--- config.mk ---
export PLATFORM = sky130hd
export DESIGN_NAME = rle_layer_decompressor
export DESIGN_NICKNAME = d
export VERILOG_FILES = /design/src/rld_pkg.sv /design/src/rle_layer_decompressor.sv /design/src/rld_ctrl.sv /design/src/rld_dp.sv
export VERILOG_INCLUDE_DIRS = /design/src /design/src/src
export SDC_FILE = /design/constraint.sdc
export NUM_CORES = 1
export LEC_CHECK = 0
export ABC_AREA = 1
export ABC_CLOCK_PERIOD_IN_PS = 12900
export BUFFER_PORTS_ARGS = -buffer_cell sky130_fd_sc_hd__buf_2
export CORE_UTILIZATION = 40
export DETAILED_ROUTE_END_ITERATION = 12
export SETUP_SLACK_MARGIN = 0.02
export SLEW_MARGIN = 10
export SYNTH_ARGS = -nofsm -noshare
export SYNTH_HDL_FRONTEND = slang
export SYNTH_SLANG_ARGS = --single-unit
--- constraint.sdc ---
create_clock -name clk -period 12.9 [get_ports clk]
set_input_delay 2.58 -clock clk [delete_from_list [all_inputs] [get_ports clk]]
set_output_delay 2.58 -clock clk [all_outputs]
set_load 0.01 [all_outputs]
--- src/assert_macros.svh ---
// Assertion macros shared by the layer decoder modules.
`ifndef ASSERT_MACROS_SVH
`define ASSERT_MACROS_SVH

// Same-cycle implication, sampled on clk and quiet while arst_n is low.
`define RLD_ASSERT_IMP(label, ante, cons, msg) \
	label: assert property (@(posedge clk) disable iff (!arst_n) (ante) |-> (cons)) \
		else $error(msg);

// Next-cycle implication, sampled on clk and quiet while arst_n is low.
`define RLD_ASSERT_NXT(label, ante, cons, msg) \
	label: assert property (@(posedge clk) disable iff (!arst_n) (ante) |=> (cons)) \
		else $error(msg);

`endif

--- src/rld_pkg.sv ---
// Shared types, constants and the FNV-1a step for the layer decoder.
package rld_pkg;

	localparam logic [31:0] LAYER_MAGIC   = 32'h3143_564e;
	localparam logic [31:0] LAYER_VERSION = 32'h0000_0001;
	localparam logic [31:0] FNV_BASIS     = 32'd2166136261;
	localparam logic [31:0] FNV_PRIME     = 32'd16777619;
	localparam int          HDR_BYTES     = 16;
	localparam logic [30:0] CAP_RESET     = 31'h7fff_ffff;

	// Status codes carried by the final word of a layer.
	localparam logic [3:0] ERR_NONE       = 4'd0;
	localparam logic [3:0] ERR_SHORT_HDR  = 4'd1;
	localparam logic [3:0] ERR_BAD_HDR    = 4'd2;
	localparam logic [3:0] ERR_CAPACITY   = 4'd3;
	localparam logic [3:0] ERR_OVERRUN    = 4'd4;
	localparam logic [3:0] ERR_TRUNC      = 4'd5;
	localparam logic [3:0] ERR_TRAILING   = 4'd6;
	localparam logic [3:0] ERR_SIZE_SHORT = 4'd7;
	localparam logic [3:0] ERR_CHECKSUM   = 4'd8;

	typedef enum logic [1:0] {
		PH_TAG,
		PH_RUN,
		PH_LIT
	} phase_t;

	typedef enum logic [1:0] {
		CS_IDLE,
		CS_HASH,
		CS_STATUS
	} ctrl_state_t;

	typedef struct packed {
		logic step;         // process the byte accepted this cycle
		logic absorb;       // hash one more copy of the held run byte
		logic push_status;  // load the status word and clear the layer
	} cmd_t;

	typedef struct packed {
		logic out_free;     // output register can take a word this cycle
		logic run_more;     // the byte at the input is a run value needing extra hash cycles
		logic loop_last;    // the current hash cycle is the last one of the run
	} sts_t;

	// One FNV-1a round; the multiply is by a constant and maps to shift-adds.
	function automatic logic [31:0] fnv_step(input logic [31:0] h, input logic [7:0] b);
		logic [31:0] x;
		x = h ^ {24'd0, b};
		return x * FNV_PRIME;
	endfunction

endpackage

--- src/rle_layer_decompressor.sv ---
// Top level of the run-length layer decoder with FNV-1a 32 integrity check.
// Header, tag and literal bytes are taken one per cycle while the output register is
// free; a literal word appears on the output register the cycle after its byte is
// accepted. A run value byte blocks further input while the hash loop hashes its
// remaining copies, since the FNV-1a round unit hashes one expanded byte per cycle.
// After the last byte of a layer the status word is loaded into the output register.
// Reset (arst_n low) clears all layer state and sets the capacity to its maximum.
module rle_layer_decompressor (
	input  logic        clk,
	input  logic        arst_n,
	// Configuration: the output capacity register, written when cfg_wr_en is high.
	input  logic        cfg_wr_en,
	input  logic [30:0] cfg_wr_data,
	// Compressed input words.
	input  logic        in_valid,
	output logic        in_ready,
	input  logic [7:0]  in_byte,
	input  logic        last_byte,
	// Decompressed output words and the final status word of each layer.
	output logic        out_valid,
	input  logic        out_ready,
	output logic [7:0]  out_byte,
	output logic [7:0]  repeat_count,
	output logic        is_status,
	output logic [3:0]  status,
	output logic [30:0] total_bytes
);
	import rld_pkg::*;

	// The controller decides when a word is taken, when the run hash loop runs and
	// when the status word is loaded. The datapath holds every layer register and
	// the single output register, which decouples the two sides: a new word is
	// accepted in the same cycle the previous output word leaves.
	cmd_t cmd;
	sts_t sts;

	rld_ctrl u_ctrl (
		.clk       (clk),
		.arst_n    (arst_n),
		.in_valid  (in_valid),
		.last_byte (last_byte),
		.in_ready  (in_ready),
		.sts       (sts),
		.cmd       (cmd)
	);

	// Data words are tentative: only a status word of zero confirms the layer.
	rld_dp u_dp (
		.clk          (clk),
		.arst_n       (arst_n),
		.cmd          (cmd),
		.sts          (sts),
		.in_byte      (in_byte),
		.cfg_wr_en    (cfg_wr_en),
		.cfg_wr_data  (cfg_wr_data),
		.out_ready    (out_ready),
		.out_valid    (out_valid),
		.out_byte     (out_byte),
		.repeat_count (repeat_count),
		.is_status    (is_status),
		.status       (status),
		.total_bytes  (total_bytes)
	);

endmodule

--- src/rld_ctrl.sv ---
// Controller state machine: input handshake, run hash loop and status sequencing.
`include "assert_macros.svh"

module rld_ctrl (
	input  logic          clk,
	input  logic          arst_n,
	input  logic          in_valid,
	input  logic          last_byte,
	output logic          in_ready,
	input  rld_pkg::sts_t sts,
	output rld_pkg::cmd_t cmd
);
	import rld_pkg::*;

	ctrl_state_t state_q, state_d;
	logic        last_q;
	logic        accept;

	always_ff @(posedge clk or negedge arst_n) begin
		if (!arst_n) begin
			state_q <= CS_IDLE;
			last_q  <= 1'b0;
		end else begin
			state_q <= state_d;
			if (accept) begin
				last_q <= last_byte;
			end
		end
	end

	always_comb begin
		state_d         = state_q;
		in_ready        = 1'b0;
		accept          = 1'b0;
		cmd.step        = 1'b0;
		cmd.absorb      = 1'b0;
		cmd.push_status = 1'b0;
		case (state_q)
			CS_IDLE: begin
				// A byte may push a data word, so the output register must be free.
				in_ready = sts.out_free;
				accept   = in_valid && in_ready;
				cmd.step = accept;
				if (accept) begin
					if (sts.run_more) begin
						state_d = CS_HASH;
					end else if (last_byte) begin
						state_d = CS_STATUS;
					end
				end
			end
			CS_HASH: begin
				cmd.absorb = 1'b1;
				if (sts.loop_last) begin
					state_d = last_q ? CS_STATUS : CS_IDLE;
				end
			end
			CS_STATUS: begin
				if (sts.out_free) begin
					cmd.push_status = 1'b1;
					state_d         = CS_IDLE;
				end
			end
			default: begin
				state_d = CS_IDLE;
			end
		endcase
	end

	`RLD_ASSERT_NXT(a_last_goes_status, in_valid && in_ready && last_byte && !sts.run_more, state_q == CS_STATUS, "last byte without run did not lead to status")
	`RLD_ASSERT_NXT(a_run_end_idle, state_q == CS_HASH && sts.loop_last && !last_q, state_q == CS_IDLE, "run hash loop did not return to idle")

endmodule

--- src/rld_dp.sv ---
// Datapath: header parsing, token tracking, FNV-1a hash, counters and output register.
`include "assert_macros.svh"

module rld_dp (
	input  logic          clk,
	input  logic          arst_n,
	input  rld_pkg::cmd_t cmd,
	output rld_pkg::sts_t sts,
	input  logic [7:0]    in_byte,
	input  logic          cfg_wr_en,
	input  logic [30:0]   cfg_wr_data,
	input  logic          out_ready,
	output logic          out_valid,
	output logic [7:0]    out_byte,
	output logic [7:0]    repeat_count,
	output logic          is_status,
	output logic [3:0]    status,
	output logic [30:0]   total_bytes
);
	import rld_pkg::*;

	logic [30:0] cap_q;
	logic [4:0]  hdr_idx_q, hdr_idx_d;
	logic        good_q, good_d;
	logic [31:0] raw_q, raw_d;
	logic [31:0] exp_q, exp_d;
	logic [31:0] hash_q, hash_d;
	logic [30:0] prod_q, prod_d;
	phase_t      phase_q, phase_d;
	logic [7:0]  rem_q, rem_d;
	logic [3:0]  err_q, err_d;
	logic [6:0]  loop_q, loop_d;
	logic [7:0]  run_byte_q;

	logic        out_valid_q, out_valid_d;
	logic [7:0]  out_byte_q, out_byte_d;
	logic [7:0]  rep_q, rep_d;
	logic        is_stat_q, is_stat_d;
	logic [3:0]  stat_q, stat_d;
	logic [30:0] total_q, total_d;
	logic        push;

	logic [1:0]  lane;
	logic [4:0]  lane_bit;
	logic [7:0]  cnt;
	logic [32:0] need;
	logic [3:0]  fin_code;

	assign lane     = hdr_idx_q[1:0];
	assign lane_bit = {lane, 3'b000};
	assign cnt      = {1'b0, in_byte[6:0]} + 8'd1;
	assign need     = {2'b00, prod_q} + {25'd0, cnt};

	assign sts.out_free  = !out_valid_q || out_ready;
	assign sts.run_more  = (err_q == ERR_NONE) && hdr_idx_q[4] && (phase_q == PH_RUN)
		&& (rem_q > 8'd1);
	assign sts.loop_last = (loop_q == 7'd1);

	// End-of-layer code: the first error wins, then the checks in priority order.
	always_comb begin
		if (err_q != ERR_NONE) begin
			fin_code = err_q;
		end else if (!hdr_idx_q[4]) begin
			fin_code = ERR_SHORT_HDR;
		end else if (phase_q != PH_TAG) begin
			fin_code = ERR_TRUNC;
		end else if ({1'b0, prod_q} != raw_q) begin
			fin_code = ERR_SIZE_SHORT;
		end else if (hash_q != exp_q) begin
			fin_code = ERR_CHECKSUM;
		end else begin
			fin_code = ERR_NONE;
		end
	end

	always_comb begin
		hdr_idx_d  = hdr_idx_q;
		good_d     = good_q;
		raw_d      = raw_q;
		exp_d      = exp_q;
		hash_d     = hash_q;
		prod_d     = prod_q;
		phase_d    = phase_q;
		rem_d      = rem_q;
		err_d      = err_q;
		loop_d     = loop_q;
		push       = 1'b0;
		out_byte_d = out_byte_q;
		rep_d      = rep_q;
		is_stat_d  = is_stat_q;
		stat_d     = stat_q;
		total_d    = total_q;

		if (cmd.step && err_q == ERR_NONE) begin
			if (!hdr_idx_q[4]) begin
				case (hdr_idx_q[3:2])
					2'd0: begin
						if (in_byte != LAYER_MAGIC[lane_bit +: 8]) begin
							good_d = 1'b0;
						end
					end
					2'd1: begin
						if (in_byte != LAYER_VERSION[lane_bit +: 8]) begin
							good_d = 1'b0;
						end
					end
					2'd2: begin
						raw_d[lane_bit +: 8] = in_byte;
					end
					default: begin
						exp_d[lane_bit +: 8] = in_byte;
					end
				endcase
				hdr_idx_d = hdr_idx_q + 5'd1;
				if (hdr_idx_q == 5'(HDR_BYTES - 1)) begin
					if (!good_d) begin
						err_d = ERR_BAD_HDR;
					end else if (raw_d > {1'b0, cap_q}) begin
						err_d = ERR_CAPACITY;
					end
				end
			end else begin
				case (phase_q)
					PH_TAG: begin
						if ({1'b0, prod_q} >= raw_q) begin
							err_d = ERR_TRAILING;
						end else if (need > {1'b0, raw_q}) begin
							err_d = ERR_OVERRUN;
						end else begin
							rem_d   = cnt;
							phase_d = in_byte[7] ? PH_RUN : PH_LIT;
						end
					end
					PH_RUN: begin
						// First copy is hashed now, the rest in the hash loop.
						hash_d     = fnv_step(hash_q, in_byte);
						prod_d     = prod_q + {23'd0, rem_q};
						loop_d     = 7'(rem_q - 8'd1);
						push       = 1'b1;
						out_byte_d = in_byte;
						rep_d      = rem_q;
						is_stat_d  = 1'b0;
						stat_d     = ERR_NONE;
						total_d    = '0;
						rem_d      = '0;
						phase_d    = PH_TAG;
					end
					PH_LIT: begin
						hash_d     = fnv_step(hash_q, in_byte);
						prod_d     = prod_q + 31'd1;
						push       = 1'b1;
						out_byte_d = in_byte;
						rep_d      = 8'd1;
						is_stat_d  = 1'b0;
						stat_d     = ERR_NONE;
						total_d    = '0;
						rem_d      = rem_q - 8'd1;
						if (rem_q == 8'd1) begin
							phase_d = PH_TAG;
						end
					end
					default: begin
						phase_d = PH_TAG;
					end
				endcase
			end
		end

		if (cmd.absorb) begin
			hash_d = fnv_step(hash_q, run_byte_q);
			loop_d = loop_q - 7'd1;
		end

		if (cmd.push_status) begin
			push       = 1'b1;
			out_byte_d = '0;
			rep_d      = '0;
			is_stat_d  = 1'b1;
			stat_d     = fin_code;
			total_d    = (fin_code == ERR_NONE) ? prod_q : '0;
			hdr_idx_d  = '0;
			good_d     = 1'b1;
			raw_d      = '0;
			exp_d      = '0;
			hash_d     = FNV_BASIS;
			prod_d     = '0;
			phase_d    = PH_TAG;
			rem_d      = '0;
			err_d      = ERR_NONE;
		end

		if (push) begin
			out_valid_d = 1'b1;
		end else begin
			out_valid_d = out_valid_q && !out_ready;
		end
	end

	always_ff @(posedge clk or negedge arst_n) begin
		if (!arst_n) begin
			cap_q       <= CAP_RESET;
			hdr_idx_q   <= '0;
			good_q      <= 1'b1;
			raw_q       <= '0;
			exp_q       <= '0;
			hash_q      <= FNV_BASIS;
			prod_q      <= '0;
			phase_q     <= PH_TAG;
			rem_q       <= '0;
			err_q       <= ERR_NONE;
			loop_q      <= '0;
			out_valid_q <= 1'b0;
		end else begin
			if (cfg_wr_en) begin
				cap_q <= cfg_wr_data;
			end
			hdr_idx_q   <= hdr_idx_d;
			good_q      <= good_d;
			raw_q       <= raw_d;
			exp_q       <= exp_d;
			hash_q      <= hash_d;
			prod_q      <= prod_d;
			phase_q     <= phase_d;
			rem_q       <= rem_d;
			err_q       <= err_d;
			loop_q      <= loop_d;
			out_valid_q <= out_valid_d;
		end
	end

	always_ff @(posedge clk) begin
		if (cmd.step) begin
			run_byte_q <= in_byte;
		end
		if (push) begin
			out_byte_q <= out_byte_d;
			rep_q      <= rep_d;
			is_stat_q  <= is_stat_d;
			stat_q     <= stat_d;
			total_q    <= total_d;
		end
	end

	assign out_valid    = out_valid_q;
	assign out_byte     = out_byte_q;
	assign repeat_count = rep_q;
	assign is_status    = is_stat_q;
	assign status       = stat_q;
	assign total_bytes  = total_q;

	`RLD_ASSERT_IMP(a_loop_nonzero, cmd.absorb, loop_q != 7'd0, "hash loop ran with an empty count")
	`RLD_ASSERT_NXT(a_status_loaded, cmd.push_status, out_valid_q && is_stat_q, "status word was not loaded")
	`RLD_ASSERT_NXT(a_layer_cleared, cmd.push_status, hdr_idx_q == 5'd0 && err_q == ERR_NONE && hash_q == FNV_BASIS, "layer state not cleared after status")

endmodule
==> flow_summary.toml, run 1 <==
[outcome]
run_status = "finished, final reports clean"

[setup_path]
start_kind = "input port"
timing.rr.start = "u_dp.hash_q[3]$_DFFE_PN0P_"
cp.arrival_ns = 7.99
cp-end-kind = "flop"
crit_start = "in_byte[4]"
critPathKind = "in -> reg"
required_ns = 13.41
path_max_fanout = 8
reg2reg_slack_ns = 6.41

[sta]
clock_skew_ns = 0.0525
setup_viol = 0
timing.setup.tns_ns = 0
fin_crit_ns = 7.48
hold_violations = 0
tightestPinTransition_ns = 1.13
grt_setup_unrepaired = "no"
finalMaxSlewViolations = 0
fmaxAchievable_ghz = 0.134
fin_crit_sh = 0.580
slew_headroom = 0.243
whs_ns = 0.480

[synth]
synth_xor_area_frac = 0.0376
synth_edf_count = 60
synth_top_flop_cell = "dfrtp_1"
yosys.area_share.simple = 0.196
synthesis.nets = 3950
synth_compound_area_frac = 0.104
ys_async_sr_fraction = 0.758
synth_seq_cells = 248
synth-adder-area-share = 0.294
syn_area_um2 = 26100
syn_area_per_cell_um2 = 7.75
synth.distinct_cells = 59
synth.area.mux_share = 0.000815
yosysSeqAreaShare = 0.252
synthesis.instances = 3365
ys_warn_count = 0
synth_top_family_by_area = "adder cells"

[place]
postPlaceCellArea_um2 = 27600
place_inst = 4278
io_buffers = 98
dp_hpwl_um = 65500
place_congestion = 0.974

[route]
num_vias = 22131
drc = 0
routed_wl_um = 79700
post_drt_via_cell_ratio = 5.10
ant_nets = 0
wire_per_inst_um = 18.4
drt_iter0_drc = 1837
dr.pass1.iters = 6

[run]
maxCapViolCount = 0

[clocking]
cts_resized = 0
clock_sinks = 248
clockBufferDepth = 3
cts_hold_buf = 0
cts_setup_buffers = 0
tritoncts = "done"
insertion_delay_ns = 0.62
cts_buffers = 30
htreeDepth = 1
clkSlewWorstSetupHoldPaths_ns = 0.06
cts-root-buf = "clkbuf_16"

[global_route]
grt_usage = 0.241
grt_pass1_wl_um = 124000
grt_pass1_vias = 21209
gr-total-overflow = 0
grt_max_degree = 68
antenna_found_initial = 8

[cells_and_area]
areaGrowthSynthToFinish_pct = 9.84
layout.nets = 4040
fin_cells = 4336
fillers = 6597
drive_gt1_frac = 0.0753
design_area_um2 = 28700

[floorplan]
dieArea_um2 = 66200
core_um2 = 64500
die_w_um = 257
die_h_um = 257
rows = 93
start_util = 0.405
boundaryPins = 99

[hold_path]
hold_start = "u_dp.err_q[0]$_DFFE_PN0P_"
hp-class = "reg -> reg"
worst max-delay path: stages:
cell     delay, ns
buf_2         0.22
xor2_1        0.64
ha_1          0.36
ha_1          0.32
fa_1          0.54
ha_1          0.13
inv_1         0.05
fa_1          0.52
inv_1         0.04
ha_1          0.26
inv_1         0.05
fa_1          0.53
inv_1         0.04
ha_1          0.38
nand2_1       0.14
nor2_1        0.19
inv_1         0.07
nor2_1        0.20
nand4_1       0.11
nand3_1       0.12
xor2_1        0.15
nand2_1       0.07
nand3_1       0.08
o21ai_0       0.08
inv_1         0.08
synthesized netlist by cell type, drive strengths merged (24+ instances only):
cell,count,area (µm²)
clkbuf,43,164
o22ai,24,150
ha,417,5220
nand2,543,2070
edfxtp,60,1800
nor3,85,447
nand4,47,294
nor2,263,1080
a21oi,169,865
nand3,201,1020
xor2,85,744
inv,742,2790
o21ai,243,1220
fa,123,2460
dfrtp,142,3550
dfstp,46,1210
xnor2,27,236
metal layers:
| metal | track usage | share of wire | wire length, µm |
|---|---|---|---|
| met1 | 0.341 | 0.46 | 36900 |
| met2 | 0.381 | 0.44 | 35300 |
| met3 | 0.0368 | 0.064 | 5130 |
| met4 | 0.0634 | 0.029 | 2320 |
| met5 | 0 | 0.00099 | 79 |
cells in the final DEF, fill, tap and decap left out, types with 85 or more instances in the layout:
cell / n
inv_1: 732
a21oi_1: 166
nand3_1: 198
xor2_1: 85
buf_2: 97
dfrtp_1: 142
nand2_1: 536
fa_1: 123
nor2_1: 248
ha_1: 417
o21ai_0: 234
sequential cells by signal (all words and copies together) (netlist names), 8 cells and up:
register,cells
u_dp.repeat_count,8
u_dp.exp_q,32
u_dp.raw_q,32
u_dp.out_byte,8
u_dp.prod_q,31
u_dp.hash_q,32
u_dp.total_bytes,31
u_dp.run_byte_q,8
u_dp.rem_q,8
u_dp.cap_q,31
final timing paths:
path,end,cells after the start
worst max-delay path,u_dp.hash_q[20]$_DFFE_PN1P_,25
worst min-delay path,u_dp.err_q[0]$_DFFE_PN0P_,2
worst max register to register,u_dp.hash_q[31]$_DFFE_PN1P_,24
worst min register to register,u_dp.err_q[0]$_DFFE_PN0P_,2
max in group asynchronous,u_dp.hash_q[14]$_DFFE_PN0P_,2
min in group asynchronous,u_dp.prod_q[25]$_DFFE_PN0P_,1
area by class of cell:
class	count	area, µm²	area share
inverters	743	2800	0.0976
clock inverters	23	337	0.0117
repair buffers	112	604	0.0211
well taps	855	1070	0.0373
multi-input cells	2320	16500	0.576
clock buffers	33	762	0.0266
flip-flops and latches	248	6560	0.229
diodes	2	5.00	0.000175
kinds of logic after synthesis:
| kind of cell | after synthesis |
|---|---|
| fa+ha+maj | 540 |
| flops | 248 |
| simple gates | 1167 |
| mux | 2 |
| compound gates | 499 |
| buf+inv | 797 |
| xor+xnor | 112 |
stage by stage:
stage,worst slack [ns],utilization
floorplan,5.67,-
global placement,4.91,0.427
detailed placement,4.84,0.427
CTS,5.45,0.444
global route,5.08,0.444
finish,5.42,0.444
Power of run 1 is left out: the tool's default activity adds up to more than one toggle a clock period on the data nets, which glitch-free logic cannot reach.
==> inputs of run 2 (changes only) <==
--- a/config.mk
+++ b/config.mk
@@ -7,7 +7,7 @@
 export NUM_CORES = 1
 export LEC_CHECK = 0
 export ABC_AREA = 1
-export ABC_CLOCK_PERIOD_IN_PS = 12900
+export ABC_CLOCK_PERIOD_IN_PS = 6560
 export BUFFER_PORTS_ARGS = -buffer_cell sky130_fd_sc_hd__buf_2
 export CORE_UTILIZATION = 40
 export DETAILED_ROUTE_END_ITERATION = 12
==> constraint.sdc (replaced) <==
create_clock -name clk -period 6.56 [get_ports clk]
set_input_delay 1.312 -clock clk [delete_from_list [all_inputs] [get_ports clk]]
set_output_delay 1.312 -clock clk [all_outputs]
set_load 0.01 [all_outputs]
==> run 2 against run 1 <==
Net effect:
- hold slack gained 0.011 ns
- cell count up 0.62%
- die area stayed put
- first-iteration DRC count decreased by 5.0%
- clock skew decreased by 0.035 ns
- final area is 0.59% higher
- via count grew 1.6%
- critical endpoint is now u_dp.hash_q[30]$_DFFE_PN0P_
- sequential share of layout area decreased by 0.13 points
- routed wire length increased by 1.2%
==> flow_summary.toml, run 2 (synthesis results as in run 1) <==
[outcome]
run_status = "finished, final reports clean"

[sta]
hold_violations = 0
fin_ws_ns = 0.425
clock_skew_ns = 0.0171
finalMaxSlewViolations = 0
grt_setup_unrepaired = "no"
fin_crit_ns = 6.14
fmaxAchievable_ghz = 0.163
slew_headroom = 0.269
setup_viol = 0
tightestPinTransition_ns = 1.09
fin_crit_sh = 0.935

[route]
drc = 0
post_drt_via_cell_ratio = 5.16
ant_nets = 0
routed_wl_um = 80600
dr.pass1.iters = 8
wire_per_inst_um = 18.5
num_vias = 22495
drt_iter0_drc = 1745

[setup_path]
crit_start = "u_dp.run_byte_q[5]$_DFFE_PP_"
reg2reg_slack_ns = 0.42
reg2reg_to = "u_dp.hash_q[30]$_DFFE_PN0P_"
cp.arrival_ns = 6.66
start_kind = "flop"
required_ns = 7.08
timing.rr.start = "u_dp.run_byte_q[5]$_DFFE_PP_"
cp-end-kind = "flop"
reg2reg_depth = 25
critPathKind = "reg -> reg"
path_max_fanout = 6

[clocking]
clkSlewWorstSetupHoldPaths_ns = 0.07
cts_hold_buf = 0
htreeDepth = 1
tritoncts = "done"
cts_buffers = 29
clock_sinks = 248
insertion_delay_ns = 0.59
cts-root-buf = "clkbuf_16"
clockBufferDepth = 3

[cells_and_area]
fillers = 6631
diodes = 0
areaGrowthSynthToFinish_pct = 10.5
reg_top3 = "u_dp.exp_q x32, u_dp.hash_q x32, u_dp.raw_q x32"
utilization = 0.447
drive_gt1_frac = 0.0832
layout.nets = 4070
layout_commonest_cell = "inv_1"
final_cell_mix = "inv_1, nand2_1, ha_1, nor2_1, o21ai_0"

[floorplan]
boundaryPins = 99
dieArea_um2 = 66200
die_w_um = 257
die_h_um = 257
rows = 93
core_um2 = 64500
start_util = 0.405

[global_route]
grt_pass1_vias = 21533
grt_pass1_wl_um = 125000
gr-total-overflow = 0
antenna_found_initial = 1
grt_max_degree = 110
grt_usage = 0.243

[place]
io_buffers = 98
place_congestion = 0.948
dp_hpwl_um = 66600
dp_slack_ns = -0.0482

[hold_path]
worstHoldPathCells = 2
hp-class = "reg -> reg"
holdPathEnd = "u_dp.cap_q[28]$_DFFE_PN1P_"
hold_start = "u_dp.cap_q[28]$_DFFE_PN1P_"

[run]
maxCapViolCount = 0
-- run 2: per-stage QoR --
step / area, µm² / hold WS [ns] / std cells / setup TNS, ns
2_1_floorplan: 26100 / 0.442 / 3365 / 0
3_3_place_gp: 27800 / 0.476 / 4309 / 0
3_5_place_dp: 27800 / 0.471 / 4309 / -0.0482
4_1_cts: 28800 / 0.491 / 4363 / 0
5_1_grt: 28800 / 0.522 / 4363 / 0
6_report: 28800 / 0.491 / 4363 / 0
-- run 2: worst max-delay path, stage by stage (launching register included) --
cell,delay (ns)
edfxtp_1,0.40
xor2_1,0.80
ha_1,0.38
ha_1,0.28
inv_1,0.05
fa_1,0.48
inv_1,0.07
ha_1,0.15
inv_1,0.06
fa_1,0.53
inv_1,0.04
ha_1,0.26
inv_1,0.05
fa_1,0.55
inv_1,0.05
ha_1,0.37
nand2_1,0.10
nor2_1,0.25
nand2_1,0.14
o211ai_1,0.35
nand3b_1,0.11
nand2_1,0.13
a21oi_1,0.07
o21ai_0,0.16
nand3_1,0.14
nand2_1,0.09
-- run 2: layer usage --
metal	part of all wire	global-route usage	vias up
met5	0.000099	0	-
met4	0.026	0.0593	2
met3	0.065	0.0306	92
met2	0.45	0.390	680
met1	0.46	0.346	10623
li1	-	-	11098
-- run 2: cell type report --
type / count / area, µm² / area share
Multi-Input combinational cell: 2320 / 16500 / 0.573
Clock inverter: 21 / 292 / 0.0101
Clock buffer: 33 / 741 / 0.0257
Sequential cell: 248 / 6560 / 0.228
Tap cell: 855 / 1070 / 0.0371
Inverter: 743 / 2800 / 0.0970
Timing Repair Buffer: 143 / 837 / 0.0290
-- run 2: how the worst max path moves through the flow --
stage	end	slack (ns)	cells after the start
detailed placement	u_dp.hash_q[20]$_DFFE_PN1P_	-0.05	25
finish	u_dp.hash_q[30]$_DFFE_PN0P_	0.42	25
CTS	u_dp.hash_q[30]$_DFFE_PN0P_	0.31	23
floorplan	u_dp.hash_q[28]$_DFFE_PN0P_	0.59	26
global route	u_dp.hash_q[18]$_DFFE_PN1P_	0.03	26
global placement	u_dp.hash_q[20]$_DFFE_PN1P_	0.11	25
-- run 2: what timing repair did --
item / 4_1_cts / 5_1_grt
setup buffers: 0 / 0
resized for setup: 0 / 1
setup endpoints to repair: 0 / 2
Power of run 2 is left out for the same reason.
